--- config.mk ---
export PLATFORM = sky130hd
export DESIGN_NAME = reactive_obstacle_avoid_steer
export DESIGN_NICKNAME = d
export VERILOG_FILES = /design/src/hdl/roas_pkg.sv /design/src/hdl/reactive_obstacle_avoid_steer.sv /design/src/hdl/roas_ctrl.sv /design/src/hdl/roas_dp.sv
export SDC_FILE = /design/constraint.sdc
export NUM_CORES = 2
export LEC_CHECK = 0
export ABC_AREA = 1
export BUFFER_PORTS_ARGS = -buffer_cell sky130_fd_sc_hd__buf_2
export CORE_MARGIN = 8
export CORE_UTILIZATION = 50
export DETAILED_ROUTE_END_ITERATION = 10
export PLACE_DENSITY = 0.68
export REMOVE_ABC_BUFFERS = 1
export SYNTH_ARGS = -nofsm -noshare
export SYNTH_HDL_FRONTEND = slang
export SYNTH_HIERARCHICAL = 1
export SYNTH_SLANG_ARGS = --single-unit
export TNS_END_PERCENT = 1
--- constraint.sdc ---
create_clock -name clk -period 19.5 [get_ports clk]
set_input_delay 2.925 -clock clk [delete_from_list [all_inputs] [get_ports clk]]
set_output_delay 2.925 -clock clk [all_outputs]
set_load 0.01 [all_outputs]
--- src/hdl/roas_pkg.sv ---
`timescale 1ns / 1ps
package roas_pkg;

  localparam int DATA_WIDTH = 16;
  localparam int ADDR_W = 5;

  localparam logic [1:0] FUNC_POSE = 2'd0;
  localparam logic [1:0] FUNC_HIT  = 2'd1;
  localparam logic [1:0] FUNC_END  = 2'd2;

  localparam logic [2:0] MODE_GOAL    = 3'd0;
  localparam logic [2:0] MODE_AVOID   = 3'd1;
  localparam logic [2:0] MODE_HOLD    = 3'd2;
  localparam logic [2:0] MODE_TRANS   = 3'd3;
  localparam logic [2:0] MODE_ARRIVED = 3'd4;

  localparam logic [2:0] REG_GOAL_X    = 3'd0;
  localparam logic [2:0] REG_GOAL_Y    = 3'd1;
  localparam logic [2:0] REG_GOAL_TOL  = 3'd2;
  localparam logic [2:0] REG_OBST_THR  = 3'd3;
  localparam logic [2:0] REG_NARROW    = 3'd4;
  localparam logic [2:0] REG_CRUISE    = 3'd5;
  localparam logic [2:0] REG_STEER_LIM = 3'd6;

  typedef enum logic [3:0] {
    ST_IDLE, ST_MAG, ST_AVOID, ST_SQRT1, ST_DIV, ST_SQRT2, ST_ATAN, ST_MUL, ST_OUT
  } roas_state_t;

  // controller -> datapath
  typedef struct packed {
    logic take;      // input item accepted
    logic start_mag; // load dx/dy
    logic start_avd; // init narrow*256 / max(range,256)
    logic start_sq1; // init sqrt of dx^2+dy^2
    logic start_div; // init 2^40 / d
    logic start_sq2; // init sqrt of quotient
    logic start_at;  // init cordic
    logic step;      // iterate active unit
    logic do_mul;    // theta * g
    logic load_out;  // capture result
  } roas_cmd_t;

  // datapath -> controller
  typedef struct packed {
    logic near;
    logic arrived;
    logic avoid_path; // avoid or hold: no goal math
    logic unit_done;
  } roas_sts_t;

  function automatic logic [15:0] atan_entry(input logic [3:0] i);
    logic [15:0] v;
    unique case (i)
      4'd0: v = 16'd51472;  4'd1: v = 16'd30385;
      4'd2: v = 16'd16055;  4'd3: v = 16'd8150;
      4'd4: v = 16'd4091;   4'd5: v = 16'd2047;
      4'd6: v = 16'd1024;   4'd7: v = 16'd512;
      4'd8: v = 16'd256;    4'd9: v = 16'd128;
      4'd10: v = 16'd64;    4'd11: v = 16'd32;
      4'd12: v = 16'd16;    4'd13: v = 16'd8;
      4'd14: v = 16'd4;     default: v = 16'd2;
    endcase
    return v;
  endfunction

endpackage

--- src/hdl/reactive_obstacle_avoid_steer.sv ---
`timescale 1ns / 1ps
// Steering controller, one command per scan. Pose and hit items can follow back
// to back while no end item is pending. An end item runs through a shared
// restoring sqrt/divide unit (18 steps for the distance, 41 for 2^40/d, 17 for
// the gain) and a 16-step cordic for the goal bearing before a drive or
// transition result is offered. Arrived and hold results are loaded from the
// magnitude state without the unit; avoid runs a 23-step divide on the same
// unit. One item is handled at a time: the input stalls from an end item until
// its result is taken.
module reactive_obstacle_avoid_steer (
  input  logic               clk,
  input  logic               rst_n,
  input  logic               in_valid,
  output logic               in_stall,
  input  logic [1:0]         in_func,
  input  logic signed [15:0] in_robot_x,
  input  logic signed [15:0] in_robot_y,
  input  logic signed [15:0] in_robot_heading,
  input  logic [15:0]        in_beam_range,
  input  logic signed [15:0] in_beam_angle,
  output logic               out_valid,
  input  logic               out_stall,
  output logic [15:0]        out_speed_cmd,
  output logic signed [15:0] out_steer_cmd,
  output logic [2:0]         out_mode,
  input  logic               psel,
  input  logic               penable,
  input  logic               pwrite,
  input  logic [4:0]         paddr,
  input  logic [31:0]        pwdata,
  output logic [31:0]        prdata,
  output logic               pready
);
  import roas_pkg::*;

  roas_cmd_t cmd;
  roas_sts_t sts;

  logic signed [15:0] goal_x_r, goal_y_r;
  logic [14:0] tol_r, narrow_r, lim_r;
  logic [15:0] thr_r, cruise_r;
  logic [2:0]  ridx;

  assign pready = 1'b1;
  assign ridx   = paddr[4:2];

  always_ff @(posedge clk) begin
    if (!rst_n) begin
      goal_x_r <= 16'sd5120; goal_y_r <= '0; tol_r <= 15'd192;
      thr_r <= 16'd1024; narrow_r <= 15'd2144; cruise_r <= 16'd2560;
      lim_r <= 15'd3573;
    end else if (psel && penable && pwrite && paddr[1:0] == 2'b00) begin
      unique case (ridx)
        REG_GOAL_X:    goal_x_r <= pwdata[15:0];
        REG_GOAL_Y:    goal_y_r <= pwdata[15:0];
        REG_GOAL_TOL:  tol_r    <= pwdata[14:0];
        REG_OBST_THR:  thr_r    <= pwdata[15:0];
        REG_NARROW:    narrow_r <= pwdata[14:0];
        REG_CRUISE:    cruise_r <= pwdata[15:0];
        REG_STEER_LIM: lim_r    <= pwdata[14:0];
        default: ;
      endcase
    end
  end

  always_comb begin
    unique case (ridx)
      REG_GOAL_X:    prdata = 32'(unsigned'(goal_x_r));
      REG_GOAL_Y:    prdata = 32'(unsigned'(goal_y_r));
      REG_GOAL_TOL:  prdata = 32'(tol_r);
      REG_OBST_THR:  prdata = 32'(thr_r);
      REG_NARROW:    prdata = 32'(narrow_r);
      REG_CRUISE:    prdata = 32'(cruise_r);
      REG_STEER_LIM: prdata = 32'(lim_r);
      default:       prdata = '0;
    endcase
  end

  roas_ctrl u_ctrl (
    .clk(clk), .rst_n(rst_n), .in_valid(in_valid), .in_stall(in_stall),
    .in_func(in_func), .out_valid(out_valid), .out_stall(out_stall),
    .sts(sts), .cmd(cmd)
  );

  roas_dp u_dp (
    .clk(clk), .rst_n(rst_n), .cmd(cmd), .sts(sts), .in_func(in_func),
    .in_robot_x(in_robot_x), .in_robot_y(in_robot_y),
    .in_robot_heading(in_robot_heading), .in_beam_range(in_beam_range),
    .in_beam_angle(in_beam_angle), .goal_x(goal_x_r), .goal_y(goal_y_r),
    .goal_tol(tol_r), .obst_thr(thr_r), .narrow(narrow_r), .cruise(cruise_r),
    .steer_lim(lim_r), .out_speed_cmd(out_speed_cmd),
    .out_steer_cmd(out_steer_cmd), .out_mode(out_mode)
  );

endmodule

--- src/hdl/roas_ctrl.sv ---
`timescale 1ns / 1ps
module roas_ctrl (
  input  logic               clk,
  input  logic               rst_n,
  input  logic               in_valid,
  output logic               in_stall,
  input  logic [1:0]         in_func,
  output logic               out_valid,
  input  logic               out_stall,
  input  roas_pkg::roas_sts_t sts,
  output roas_pkg::roas_cmd_t cmd
);
  import roas_pkg::*;

  roas_state_t state_r, state_nxt;
  logic        acc;

  assign in_stall  = (state_r != ST_IDLE);
  assign acc       = in_valid && !in_stall;
  assign out_valid = (state_r == ST_OUT);

  always_comb begin
    state_nxt = state_r;
    unique case (state_r)
      ST_IDLE: if (acc && in_func == FUNC_END) state_nxt = ST_MAG;
      ST_MAG: begin
        priority if (sts.arrived) state_nxt = ST_OUT;
        else if (sts.near) state_nxt = ST_AVOID;
        else if (sts.avoid_path) state_nxt = ST_OUT;
        else state_nxt = ST_SQRT1;
      end
      ST_AVOID: if (sts.unit_done) state_nxt = ST_OUT;
      ST_SQRT1: if (sts.unit_done) state_nxt = ST_DIV;
      ST_DIV:   if (sts.unit_done) state_nxt = ST_SQRT2;
      ST_SQRT2: if (sts.unit_done) state_nxt = ST_ATAN;
      ST_ATAN:  if (sts.unit_done) state_nxt = ST_MUL;
      ST_MUL:   state_nxt = ST_OUT;
      ST_OUT:   if (!out_stall) state_nxt = ST_IDLE;
      default:  state_nxt = ST_IDLE;
    endcase
  end

  always_comb begin
    cmd = '0;
    cmd.take = acc;
    unique case (state_r)
      ST_IDLE: cmd.start_mag = acc && in_func == FUNC_END;
      ST_MAG: begin
        priority if (sts.arrived) cmd.load_out = 1'b1;
        else if (sts.near) cmd.start_avd = 1'b1;
        else if (sts.avoid_path) cmd.load_out = 1'b1;
        else cmd.start_sq1 = 1'b1;
      end
      ST_AVOID: begin
        cmd.step     = 1'b1;
        cmd.load_out = sts.unit_done;
      end
      ST_SQRT1: begin
        cmd.step      = 1'b1;
        cmd.start_div = sts.unit_done;
      end
      ST_DIV: begin
        cmd.step      = 1'b1;
        cmd.start_sq2 = sts.unit_done;
      end
      ST_SQRT2: begin
        cmd.step     = 1'b1;
        cmd.start_at = sts.unit_done;
      end
      ST_ATAN: cmd.step = 1'b1;
      ST_MUL: begin
        cmd.do_mul   = 1'b1;
        cmd.load_out = 1'b1;
      end
      ST_OUT: ;
      default: ;
    endcase
  end

  always_ff @(posedge clk) begin
    if (!rst_n) state_r <= ST_IDLE;
    else state_r <= state_nxt;
  end

endmodule

--- src/hdl/roas_dp.sv ---
`timescale 1ns / 1ps
module roas_dp (
  input  logic                clk,
  input  logic                rst_n,
  input  roas_pkg::roas_cmd_t cmd,
  output roas_pkg::roas_sts_t sts,
  input  logic [1:0]          in_func,
  input  logic signed [15:0]  in_robot_x,
  input  logic signed [15:0]  in_robot_y,
  input  logic signed [15:0]  in_robot_heading,
  input  logic [15:0]         in_beam_range,
  input  logic signed [15:0]  in_beam_angle,
  input  logic signed [15:0]  goal_x,
  input  logic signed [15:0]  goal_y,
  input  logic [14:0]         goal_tol,
  input  logic [15:0]         obst_thr,
  input  logic [14:0]         narrow,
  input  logic [15:0]         cruise,
  input  logic [14:0]         steer_lim,
  output logic [15:0]         out_speed_cmd,
  output logic signed [15:0]  out_steer_cmd,
  output logic [2:0]          out_mode
);
  import roas_pkg::*;

  logic signed [15:0] pose_x_r, pose_y_r, pose_h_r;
  logic               near_r, side_r, wide_r;
  logic [15:0]        near_range_r;

  // hit classification
  logic [15:0] abs_a;
  logic [19:0] a10, n17, n22;
  assign abs_a = in_beam_angle[15] ? 16'(-in_beam_angle) : in_beam_angle;
  assign a10   = 20'(abs_a) * 20'd10;
  assign n17   = 20'(narrow) * 20'd17;
  assign n22   = 20'(narrow) * 20'd22;

  always_ff @(posedge clk) begin
    if (!rst_n) begin
      pose_x_r <= '0; pose_y_r <= '0; pose_h_r <= '0;
      near_r <= 1'b0; side_r <= 1'b0; wide_r <= 1'b0;
      near_range_r <= 16'd256;
    end else if (cmd.take) begin
      if (in_func == FUNC_POSE) begin
        pose_x_r <= in_robot_x; pose_y_r <= in_robot_y; pose_h_r <= in_robot_heading;
        near_r <= 1'b0; side_r <= 1'b0; wide_r <= 1'b0;
        near_range_r <= 16'd256;
      end else if (in_func == FUNC_HIT && in_beam_range < obst_thr) begin
        if (abs_a < 16'(narrow)) begin
          near_r <= 1'b1;
          near_range_r <= in_beam_range;
        end else if (a10 < n17) side_r <= 1'b1;
        else if (a10 < n22) wide_r <= 1'b1;
      end
    end
  end

  // goal geometry
  logic signed [16:0] dx_r, dy_r;
  logic [16:0]        adx, ady;
  logic signed [16:0] dxc, dyc;
  assign dxc = 17'(goal_x) - 17'(pose_x_r);
  assign dyc = 17'(goal_y) - 17'(pose_y_r);
  assign adx = dx_r[16] ? 17'(-dx_r) : dx_r;
  assign ady = dy_r[16] ? 17'(-dy_r) : dy_r;
  assign sts.arrived    = (adx < 17'(goal_tol)) && (ady < 17'(goal_tol));
  assign sts.avoid_path = near_r || side_r;
  assign sts.near       = near_r;

  // shared restoring unit: sqrt (bit pair per step) or divide (bit per step)
  logic [41:0] rem_r;     // remainder / radicand work
  logic [41:0] src_r;     // remaining radicand bits or dividend
  logic [33:0] root_r;    // sqrt root or quotient
  logic [5:0]  cnt_r;
  logic        is_div_r;
  logic [16:0] den_r;
  logic [16:0] g_r;

  logic [35:0] sq_sum;
  assign sq_sum = 36'(adx) * 36'(adx) + 36'(ady) * 36'(ady);

  logic [43:0] trial_s, rem_s;
  logic [42:0] trial_d, rem_d;
  logic [35:0] tsub;
  always_comb begin
    rem_s   = {rem_r, src_r[41:40]};
    tsub    = {root_r, 2'b01};
    trial_s = rem_s - 44'(tsub);
    rem_d   = {rem_r, src_r[41]};
    trial_d = rem_d - 43'(den_r);
  end

  assign sts.unit_done = (cnt_r == '0) && !cmd.start_sq1;

  // cordic
  logic signed [35:0] cx_r, cy_r;
  logic signed [21:0] cz_r;
  logic [3:0]         ci_r;
  logic signed [35:0] xs, ys;
  logic signed [16:0] fx, fy;
  logic signed [21:0] fz;
  assign xs = cx_r >>> ci_r;
  assign ys = cy_r >>> ci_r;
  always_comb begin
    fx = dx_r; fy = dy_r; fz = '0;
    if (dx_r[16]) begin
      if (!dy_r[16]) begin fx = dy_r; fy = 17'(-dx_r); fz = 22'sd102944; end
      else begin fx = 17'(-dy_r); fy = dx_r; fz = -22'sd102944; end
    end
  end

  logic        at_active_r;
  logic        steer_pos;
  logic [22:0] amag_num;
  logic [16:0] rclip;
  logic [16:0] avoid_q;
  logic [25:0] yten;

  assign yten = 26'(signed'(pose_y_r)) * 26'sd10;
  assign steer_pos = $signed(yten) < -26'sd256;

  // avoid magnitude: narrow*256 / max(range,256) on the shared divider
  always_comb amag_num = {narrow, 8'd0};
  assign rclip   = (near_range_r < 16'd256) ? 17'd256 : 17'(near_range_r);
  assign avoid_q = root_r[16:0];

  always_ff @(posedge clk) begin
    if (cmd.start_mag) begin
      dx_r <= dxc;
      dy_r <= dyc;
    end
    if (!rst_n) begin
      cnt_r <= '0;
      at_active_r <= 1'b0;
    end else if (cmd.start_sq1) begin
      rem_r <= '0; src_r <= {sq_sum, 6'd0}; root_r <= '0;
      cnt_r <= 6'd18; is_div_r <= 1'b0;
    end else if (cmd.start_avd) begin
      den_r <= rclip;
      rem_r <= '0; src_r <= {amag_num, 19'd0}; root_r <= '0;
      cnt_r <= 6'd23; is_div_r <= 1'b1;
    end else if (cmd.start_div) begin
      den_r <= (root_r[16:0] < 17'd256) ? 17'd256 : root_r[16:0];
      rem_r <= '0; src_r <= {1'b1, 41'd0}; root_r <= '0;
      cnt_r <= 6'd41; is_div_r <= 1'b1;
    end else if (cmd.start_sq2) begin
      rem_r <= '0; src_r <= {root_r, 8'd0}; root_r <= '0;
      cnt_r <= 6'd17; is_div_r <= 1'b0;
    end else if (cmd.start_at) begin
      g_r <= root_r[16:0];
      if (dx_r == 0 && dy_r == 0) begin
        cx_r <= '0; cy_r <= '0; cz_r <= '0; at_active_r <= 1'b0; cnt_r <= 6'd0;
      end else begin
        cx_r <= 36'(fx) <<< 14; cy_r <= 36'(fy) <<< 14; cz_r <= fz;
        ci_r <= '0; cnt_r <= 6'd16; at_active_r <= 1'b1;
      end
    end else if (cmd.step && cnt_r != 0) begin
      cnt_r <= cnt_r - 6'd1;
      if (at_active_r) begin
        if (!cy_r[35]) begin
          cx_r <= cx_r + ys; cy_r <= cy_r - xs; cz_r <= cz_r + 22'(atan_entry(ci_r));
        end else begin
          cx_r <= cx_r - ys; cy_r <= cy_r + xs; cz_r <= cz_r - 22'(atan_entry(ci_r));
        end
        ci_r <= ci_r + 4'd1;
        if (cnt_r == 6'd1) at_active_r <= 1'b0;
      end else if (is_div_r) begin
        src_r <= src_r << 1;
        if (!trial_d[42]) begin
          rem_r <= trial_d[41:0]; root_r <= {root_r[32:0], 1'b1};
        end else begin
          rem_r <= rem_d[41:0]; root_r <= {root_r[32:0], 1'b0};
        end
      end else begin
        src_r <= src_r << 2;
        if (!trial_s[43]) begin
          rem_r <= trial_s[41:0]; root_r <= {root_r[32:0], 1'b1};
        end else begin
          rem_r <= rem_s[41:0]; root_r <= {root_r[32:0], 1'b0};
        end
      end
    end
  end

  // final product and result
  logic signed [21:0] az;
  logic signed [21:0] theta;
  logic signed [39:0] prod;
  logic signed [39:0] pq;
  logic signed [21:0] st;
  logic signed [21:0] lim;
  assign az    = (cz_r + 22'sd8) >>> 4;
  assign theta = az - 22'(pose_h_r);
  assign prod  = 40'(theta) * $signed({23'd0, g_r});
  always_comb begin
    if (wide_r) pq = (prod + (prod[39] ? 40'sd131071 : 40'sd0)) >>> 17;
    else        pq = (prod + (prod[39] ? 40'sd65535 : 40'sd0)) >>> 16;
  end
  assign lim = 22'(steer_lim);

  // speed scaling by 4/5 and 9/10 through reciprocal multiplication
  logic [17:0] c4v, c4, c9;
  logic [19:0] c9v;
  logic [38:0] c4p;
  logic [44:0] c9p;
  assign c4v = {cruise, 2'b00};
  assign c4p = 39'(c4v) * 39'd419431;
  assign c4  = c4p[38:21];
  assign c9v = 20'(cruise) * 20'd9;
  assign c9p = 45'(c9v) * 45'd1677722;
  assign c9  = c9p[41:24];

  always_comb begin
    st = '0;
    if (sts.arrived) st = '0;
    else if (near_r) st = steer_pos ? 22'(avoid_q) : -22'(avoid_q);
    else if (side_r) st = '0;
    else st = -22'(pq);
    if (st > lim) st = lim;
    if (st < -lim) st = -lim;
  end

  always_ff @(posedge clk) begin
    if (cmd.load_out) begin
      out_steer_cmd <= st[15:0];
      if (sts.arrived) begin
        out_speed_cmd <= '0; out_mode <= MODE_ARRIVED;
      end else if (near_r) begin
        out_speed_cmd <= c4[15:0]; out_mode <= MODE_AVOID;
      end else if (side_r) begin
        out_speed_cmd <= c4[15:0]; out_mode <= MODE_HOLD;
      end else if (wide_r) begin
        out_speed_cmd <= c9[15:0]; out_mode <= MODE_TRANS;
      end else begin
        out_speed_cmd <= cruise; out_mode <= MODE_GOAL;
      end
    end
  end

endmodule

== Word-level counts from Yosys, hierarchy flattened ==
Memory sizes are Yosys's and may differ from the RTL's. A register that Yosys moved wholly into a read port is not among the register bits.
Cells that the tools add are included.

* Memory bits (read-only): 512
* Memories: 2
* Memory bits (writable): 0
* Latch bits: 0
* Output and inout bits: 70
* Bits in registers: 507

* $mul: 10
* Bitwise operators: 5
* $add $sub $neg: 23
* Equal/unequal tests: 29
* Div/mod/pow operators: 0
* Magnitude comparators: 11
* Shifts and indexed selects: 2
* Muxes and demuxes: 142
* Reduce and logical (&&, ||, !) cells: 58

{| class="wikitable"
|+ Memories
! name !! words !! bits a word !! read ports !! clocked after memory_dff !! write ports !! line !! source
|-
| (name not given) || 16 || 16 || 1 || 1 || 0 || roas_pkg.sv:53 || <nowiki>unique case (i)</nowiki>
|-
| (name not given) || 16 || 16 || 1 || 1 || 0 || roas_pkg.sv:53 ||
|}

{| class="wikitable"
|+ Operators with widths
! operator !! number
|-
| 42-bit 2-to-1 mux || 14
|-
| 16-bit 2-to-1 mux || 28
|-
| 36-bit 2-to-1 mux || 10
|-
| 22-bit 2-to-1 mux || 13
|-
| 17-bit 2-to-1 mux || 9
|-
| 16-bit one-hot mux with 7 select lines || 1
|-
| 34-bit 2-to-1 mux || 3
|-
| 36-bit adder || 2
|-
| 36-bit by 4-bit >>> shifter with 36-bit output || 2
|-
| 36-bit subtractor || 2
|-
| 17-bit by 17-bit multiplier with 34-bit output || 2
|-
| 32-bit zero test || 2
|-
| 4-bit 2-to-1 mux || 16
|-
| 44-bit by 36-bit subtractor with 44-bit output || 1
|-
| 43-bit by 17-bit subtractor with 43-bit output || 1
|-
| 20-bit < comparator || 2
|-
| 16-bit by 4-bit multiplier with 20-bit output, second input constant || 2
|-
| 39-bit by 18-bit adder with 39-bit output || 1
|-
| 20-bit by 20-bit multiplier with 39-bit output, second input constant || 1
|-
| 38-bit adder || 1
|-
| 19-bit by 18-bit multiplier with 37-bit output || 1
|-
| 4-bit one-hot mux with 9 select lines || 1
|-
| 34-bit by 34-bit adder with 35-bit output || 1
|-
| 16-bit by 19-bit multiplier with 35-bit output, second input constant || 1
|-
| 66 further kinds || 163
|}

== Longest topological paths before layout ==
* Depth in word-level cells: 20
* Depth in mapped cells: 103

== Hierarchy ==
Netlist, hierarchy kept.

{| class="wikitable"
|+ By module, submodules not included
! module !! sequential area each (sq um) !! area an instance (sq um) !! instances !! cells each
|-
| roas_dp || 11230.8 || 82691.8 || 1 || 10686
|-
| reactive_obstacle_avoid_steer || 2182.1 || 5604.1 || 1 || 874
|-
| roas_ctrl || 80.1 || 430.4 || 1 || 72
|}

== Worst setup path before layout ==
No wires, ideal clock.

* Path kind: reg2reg
* From: register u_dp.dx_r[0]
* To: register (tool-made name)
* Setup time: 0.119 ns
* Buffers on the path: 6
* Setup slack: 1.165 ns
* Period minus slack after synthesis: 18.335 ns
* Cell stages (with the launch flop): 41
* Required time: 19.381 ns
* Arrival time: 18.216 ns
* Cell sequence: edfxtp_1 > clkinv_1 > clkbuf_1 > ha_1 > nand3_1 > nor2_1 > nand2_1 > nor3_1 > nand3_1 > nor3_1 > o21ai_0 > a21o_1 > o21ai_1 > inv_1 > ha_1 > nand3_1 > o21ai_0 > nand3_1 > [... 5 more ...] > nor3_1 > nand3_1 > inv_1 > clkbuf_1 > buf_1 > nor2_1 > inv_1 > nor2_1 > nor2_1 > inv_1 > nor2_1 > clkinv_1 > nor4_1 > a21oi_1 > ha_1 > inv_1 > o21ai_0 > o21bai_1

{| class="wikitable"
|+ RTL lines
! what !! line !! source
|-
| start, declared || roas_dp.sv:59 || <nowiki>logic signed [16:0] dx_r, dy_r;</nowiki>
|-
| start signal, assigned || roas_dp.sv:129 || <nowiki>dx_r <= dxc;</nowiki>
|}

== Final worst setup path ==
* From: register u_dp.cz_r[3]
* To: register u_dp.out_steer_cmd[3] (data pin)

* Cells in the longest elaborated chain, start to end: 14
* Elaborated cells between the ends (all ways): 16
* Those cells by class: add/sub (5); mul (1); order compare (2); mux (8)

{| class="wikitable"
|+ Ends and longest elaborated chain
! what !! line !! source
|-
| start, declared || roas_dp.sv:97 || <nowiki>logic signed [21:0] cz_r;</nowiki>
|-
| start signal, assigned || roas_dp.sv:154 || <nowiki>cx_r <= 36'(fx) <<< 14; cy_r <= 36'(fy) <<< 14; cz_r <= fz;</nowiki>
|-
| start signal, assigned || roas_dp.sv:161 || <nowiki>cx_r <= cx_r + ys; cy_r <= cy_r - xs; cz_r <= cz_r + 22'(atan_entry(ci_r));</nowiki>
|-
| start signal, assigned || roas_dp.sv:163 || <nowiki>cx_r <= cx_r - ys; cy_r <= cy_r + xs; cz_r <= cz_r - 22'(atan_entry(ci_r));</nowiki>
|-
| 22-bit by 5-bit adder with 22-bit output * || roas_dp.sv:192 || <nowiki>assign az = (cz_r + 22'sd8) >>> 4;</nowiki>
|-
| 18-bit by 16-bit subtractor with 19-bit output * || roas_dp.sv:193 || <nowiki>assign theta = az - 22'(pose_h_r);</nowiki>
|-
| 19-bit by 18-bit multiplier with 37-bit output * || roas_dp.sv:194 || <nowiki>assign prod = 40'(theta) * $signed({23'd0, g_r});</nowiki>
|-
| 17-bit 2-to-1 mux or 16-bit 2-to-1 mux (tied branches) || roas_dp.sv:196, roas_dp.sv:197 ||
|-
| 39-bit by 18-bit adder with 39-bit output or 38-bit adder (tied branches) || roas_dp.sv:196, roas_dp.sv:197 ||
|-
| 22-bit 2-to-1 mux * || roas_dp.sv:196 || <nowiki>if (wide_r) pq = (prod + (prod[39] ? 40'sd131071 : 40'sd0)) >>> 17;</nowiki>
|-
| 22-bit negation * || roas_dp.sv:218 || <nowiki>else st = -22'(pq);</nowiki>
|-
| 22-bit 2-to-1 mux * || roas_dp.sv:217 || <nowiki>else if (side_r) st = '0;</nowiki>
|-
| 22-bit 2-to-1 mux * || roas_dp.sv:216 || <nowiki>else if (near_r) st = steer_pos ? 22'(avoid_q) : -22'(avoid_q);</nowiki>
|-
| 22-bit 2-to-1 mux * || roas_dp.sv:215 || <nowiki>if (sts.arrived) st = '0;</nowiki>
|-
| 22-bit by 16-bit greater-than comparator with 1-bit output || roas_dp.sv:219 || <nowiki>if (st > lim) st = lim;</nowiki>
|-
| 22-bit 2-to-1 mux * || roas_dp.sv:219 ||
|-
| 22-bit < comparator || roas_dp.sv:220 || <nowiki>if (st < -lim) st = -lim;</nowiki>
|-
| 16-bit 2-to-1 mux * || roas_dp.sv:220 ||
|-
| via u_dp.st[3] || roas_dp.sv:190 || <nowiki>logic signed [21:0] st;</nowiki>
|-
| end signal, assigned || roas_dp.sv:225 || <nowiki>out_steer_cmd <= st[15:0];</nowiki>
|-
| end, declared || roas_dp.sv:21 || <nowiki>output logic signed [15:0] out_steer_cmd,</nowiki>
|}

The timed path passes the listed nets; every way through them passes the cells marked *.
A chain may end at the register's enable or synchronous reset.

==> impl_metrics.json <==
{
  "post-route-min-period_ns": 16.93,
  "ios": 196,
  "tightest_slew_ns": 1.19,
  "wl_per_cell_um": 19.0,
  "syn-cell-area_um2": 88700,
  "setup_ws_ns": 2.57,
  "synth_enable_flop_cells": 314,
  "gp_congestion": 0.967,
  "synth_cells": 11632,
  "ctsHoldBuffers": 0,
  "core_um2": 176000,
  "setup_tns_ns": 0,
  "clk_pin_slew_ns": 0.06,
  "area_growth_pct": 5.82,
  "drt_iter0_markers": 6721,
  "crit_required_ns": 19.94,
  "cts_max_path_buffers": 3,
  "cts_setup_buffers": 0,
  "wl_um": 266000,
  "cts_buffers": 61,
  "crit_path_start_kind": "flip-flop",
  "die_h_um": 437,
  "final-hold-violation-count": 0,
  "setup-violations-final": 0,
  "post-place-ws_ns": 2.77,
  "critPathArrivalTime_ns": 17.37,
  "ys_warn_count": 6,
  "syn_avg_cell_area_um2": 7.63,
  "dr.pass1.iters": 7,
  "num_rows": 154,
  "async_flop_share": 0,
  "drv_cap": 0,
  "outcome": "finished, final reports clean",
  "synth_seq_cells": 517,
  "grt_pass1_vias": 76005,
  "initial_core_util": 0.503,
  "nNetsFinal": 13850,
  "portBuffers": 162,
  "cts_root_buf": "clkbuf_16",
  "cp-end-kind": "flip-flop",
  "crit_path_max_fanout": 32,
  "maxSlewHeadroom": 0.202,
  "clock.fmax_mhz": 59.1,
  "hold_path.class": "reg2reg",
  "clk-insertion-delay-late_ns": 0.69,
  "clock_skew_ns": 0.0339,
  "crit_top_cell": "nand2_1",
  "via_count": 76847,
  "drc": 0,
  "grt_pass1_wl_um": 416000,
  "critPathKind": "reg2reg",
  "ant_nets": 0,
  "clock-sinks": 517,
  "yosysSeqAreaShare": 0.152,
  "ys_top_cells_by_area": "fa_1 23%, ha_1 15%, edfxtp_1 11%",
  "grt_max_degree": 206,
  "die_w_um": 437,
  "vias_per_cell": 5.48,
  "synth_top_area_frac": 0.228,
  "drive_gt1_frac": 0.0470,
  "antenna_found_initial": 16,
  "dieArea_um2": 191000,
  "crit_path_top_delay_cell": "fa_1",
  "drv_slew": 0,
  "cts_resized": 0,
  "finalCritPeriodShare": 0.868,
  "dp_hpwl_um": 218000,
  "yosysTopAreaCell": "fa_1",
  "grt-ovfl-total": 0,
  "grt_use_total": 0.272,
  "rsz0062_at_grt": "no",
  "max_stage_delay_ns": 0.90,
  "cts_tree": "yes",
  "ys_types": 73,
  "htree_levels": 2,
  "ys.flop_type": "edfxtp_1"
}
final timing paths:
kind,startpoint,end,slack [ns],cells after the start
setup / recovery,u_dp/cz_r[3],u_dp/out_steer_cmd[3],2.57,95
setup reg to reg,u_dp/cz_r[3],u_dp/out_steer_cmd[3],2.57,95
hold reg to reg,u_dp/pose_h_r[11],u_dp/pose_h_r[11],0.46,2
hold / removal,u_dp/pose_h_r[11],u_dp/pose_h_r[11],0.46,2
critical path, delay by kind of cell, from the launching register on:
| kind | cells | cell delay [ns] |
|---|---|---|
| DFF | 1 | 0.46 |
| adders and majority gates | 12 | 5.24 |
| AOI/OAI and AO/OA | 20 | 3.07 |
| and+or+nand+nor | 46 | 6.32 |
| buffers and inverters | 17 | 1.55 |
per-stage QoR:
step | hold WS [ns] | utilization | cell area [um^2] | instances
6_report | 0.461 | 0.533 | 93900 | 14020
3_5_place_dp | 0.446 | 0.521 | 91800 | 13894
2_1_floorplan | 0.426 | - | 87300 | 11304
4_1_cts | 0.460 | 0.532 | 93900 | 14009
5_1_grt | 0.471 | 0.533 | 93900 | 14020
3_3_place_gp | 0.444 | 0.521 | 91800 | 13894
cell type report:
class                           instances  area, um^2
Antenna cell                           11        27.5
Tap cell                             2340        2930
Clock inverter                         40         468
Clock buffer                           75        1630
Fill cell                           16952       82400
Inverter                             2429        9120
Multi-Input combinational cell       8358       64700
Timing Repair Buffer                  250        1490
Sequential cell                       517       13500
cell usage in the layout (no fill, tap or decap), types with 19 or more instances in the layout:
master        n
a211oi_1     31
a21o_1       36
a21oi_1     749
a31oi_1      32
buf_2       161
buf_4        87
clkbuf_16    61
clkinv_1     36
conb_1       28
dfxtp_1     203
edfxtp_1    314
fa_1       1012
ha_1       1095
inv_1      2374
inv_2        29
mux2i_1      40
nand2_1    1987
nand2_2      26
nand3_1     550
nand3_2      22
nand4_1     100
nor2_1     1086
nor2_2       25
nor3_1       91
nor4_1       21
o211ai_1     62
o21ai_0     629
o21ai_1      22
o21bai_1     45
o22ai_1      24
o31ai_1      19
or2_2        48
xnor2_1     132
xor2_1      238
per-layer routing:
layer  up-vias  GRT usage  wire [um]
li1      36865          -          -
met1     36806      0.365     112000
met2      2704      0.441     121000
met3       470     0.0318      19200
met4         2      0.123      13100
met5         -          0         13
synth_stat cells (all sizes together) (19+ instances only):
master	count
mux2i	40
o31ai	19
a21oi	752
o21bai	46
edfxtp	314
nor2	1124
a21o	36
o211ai	62
inv	2404
fa	1012
xor2	242
xnor2	132
a211oi	31
nand2	2023
o22ai	24
a31oi	32
nor3	101
or2	49
buf	126
clkbuf	226
ha	1095
o21ai	652
nor4	22
nand4	101
clkinv	25
dfxtp	203
nand3	576
sequential cells by signal (all words and copies together) (netlist names), 22 cells and up, named ones only:
register and count:
u_dp/cz_r 22, u_dp/cx_r 36, u_dp/cy_r 36, u_dp/rem_r 42, u_dp/src_r 36, u_dp/root_r 34
kinds of logic after synthesis:
kind of cell,count (synthesis),share of synthesized area
DFF,517,0.152
AOI/OAI and AO/OA,1780,0.112
buffers and inverters,2781,0.120
xor gates and xnor gates,374,0.0373
and+or+nand+nor,4029,0.191
other,4,0.000169
muxes,40,0.00451
adders and majority gates,2107,0.383
Power is not shown: default switching activity piles up to over one toggle a cycle in this logic, so the estimate is an artifact.
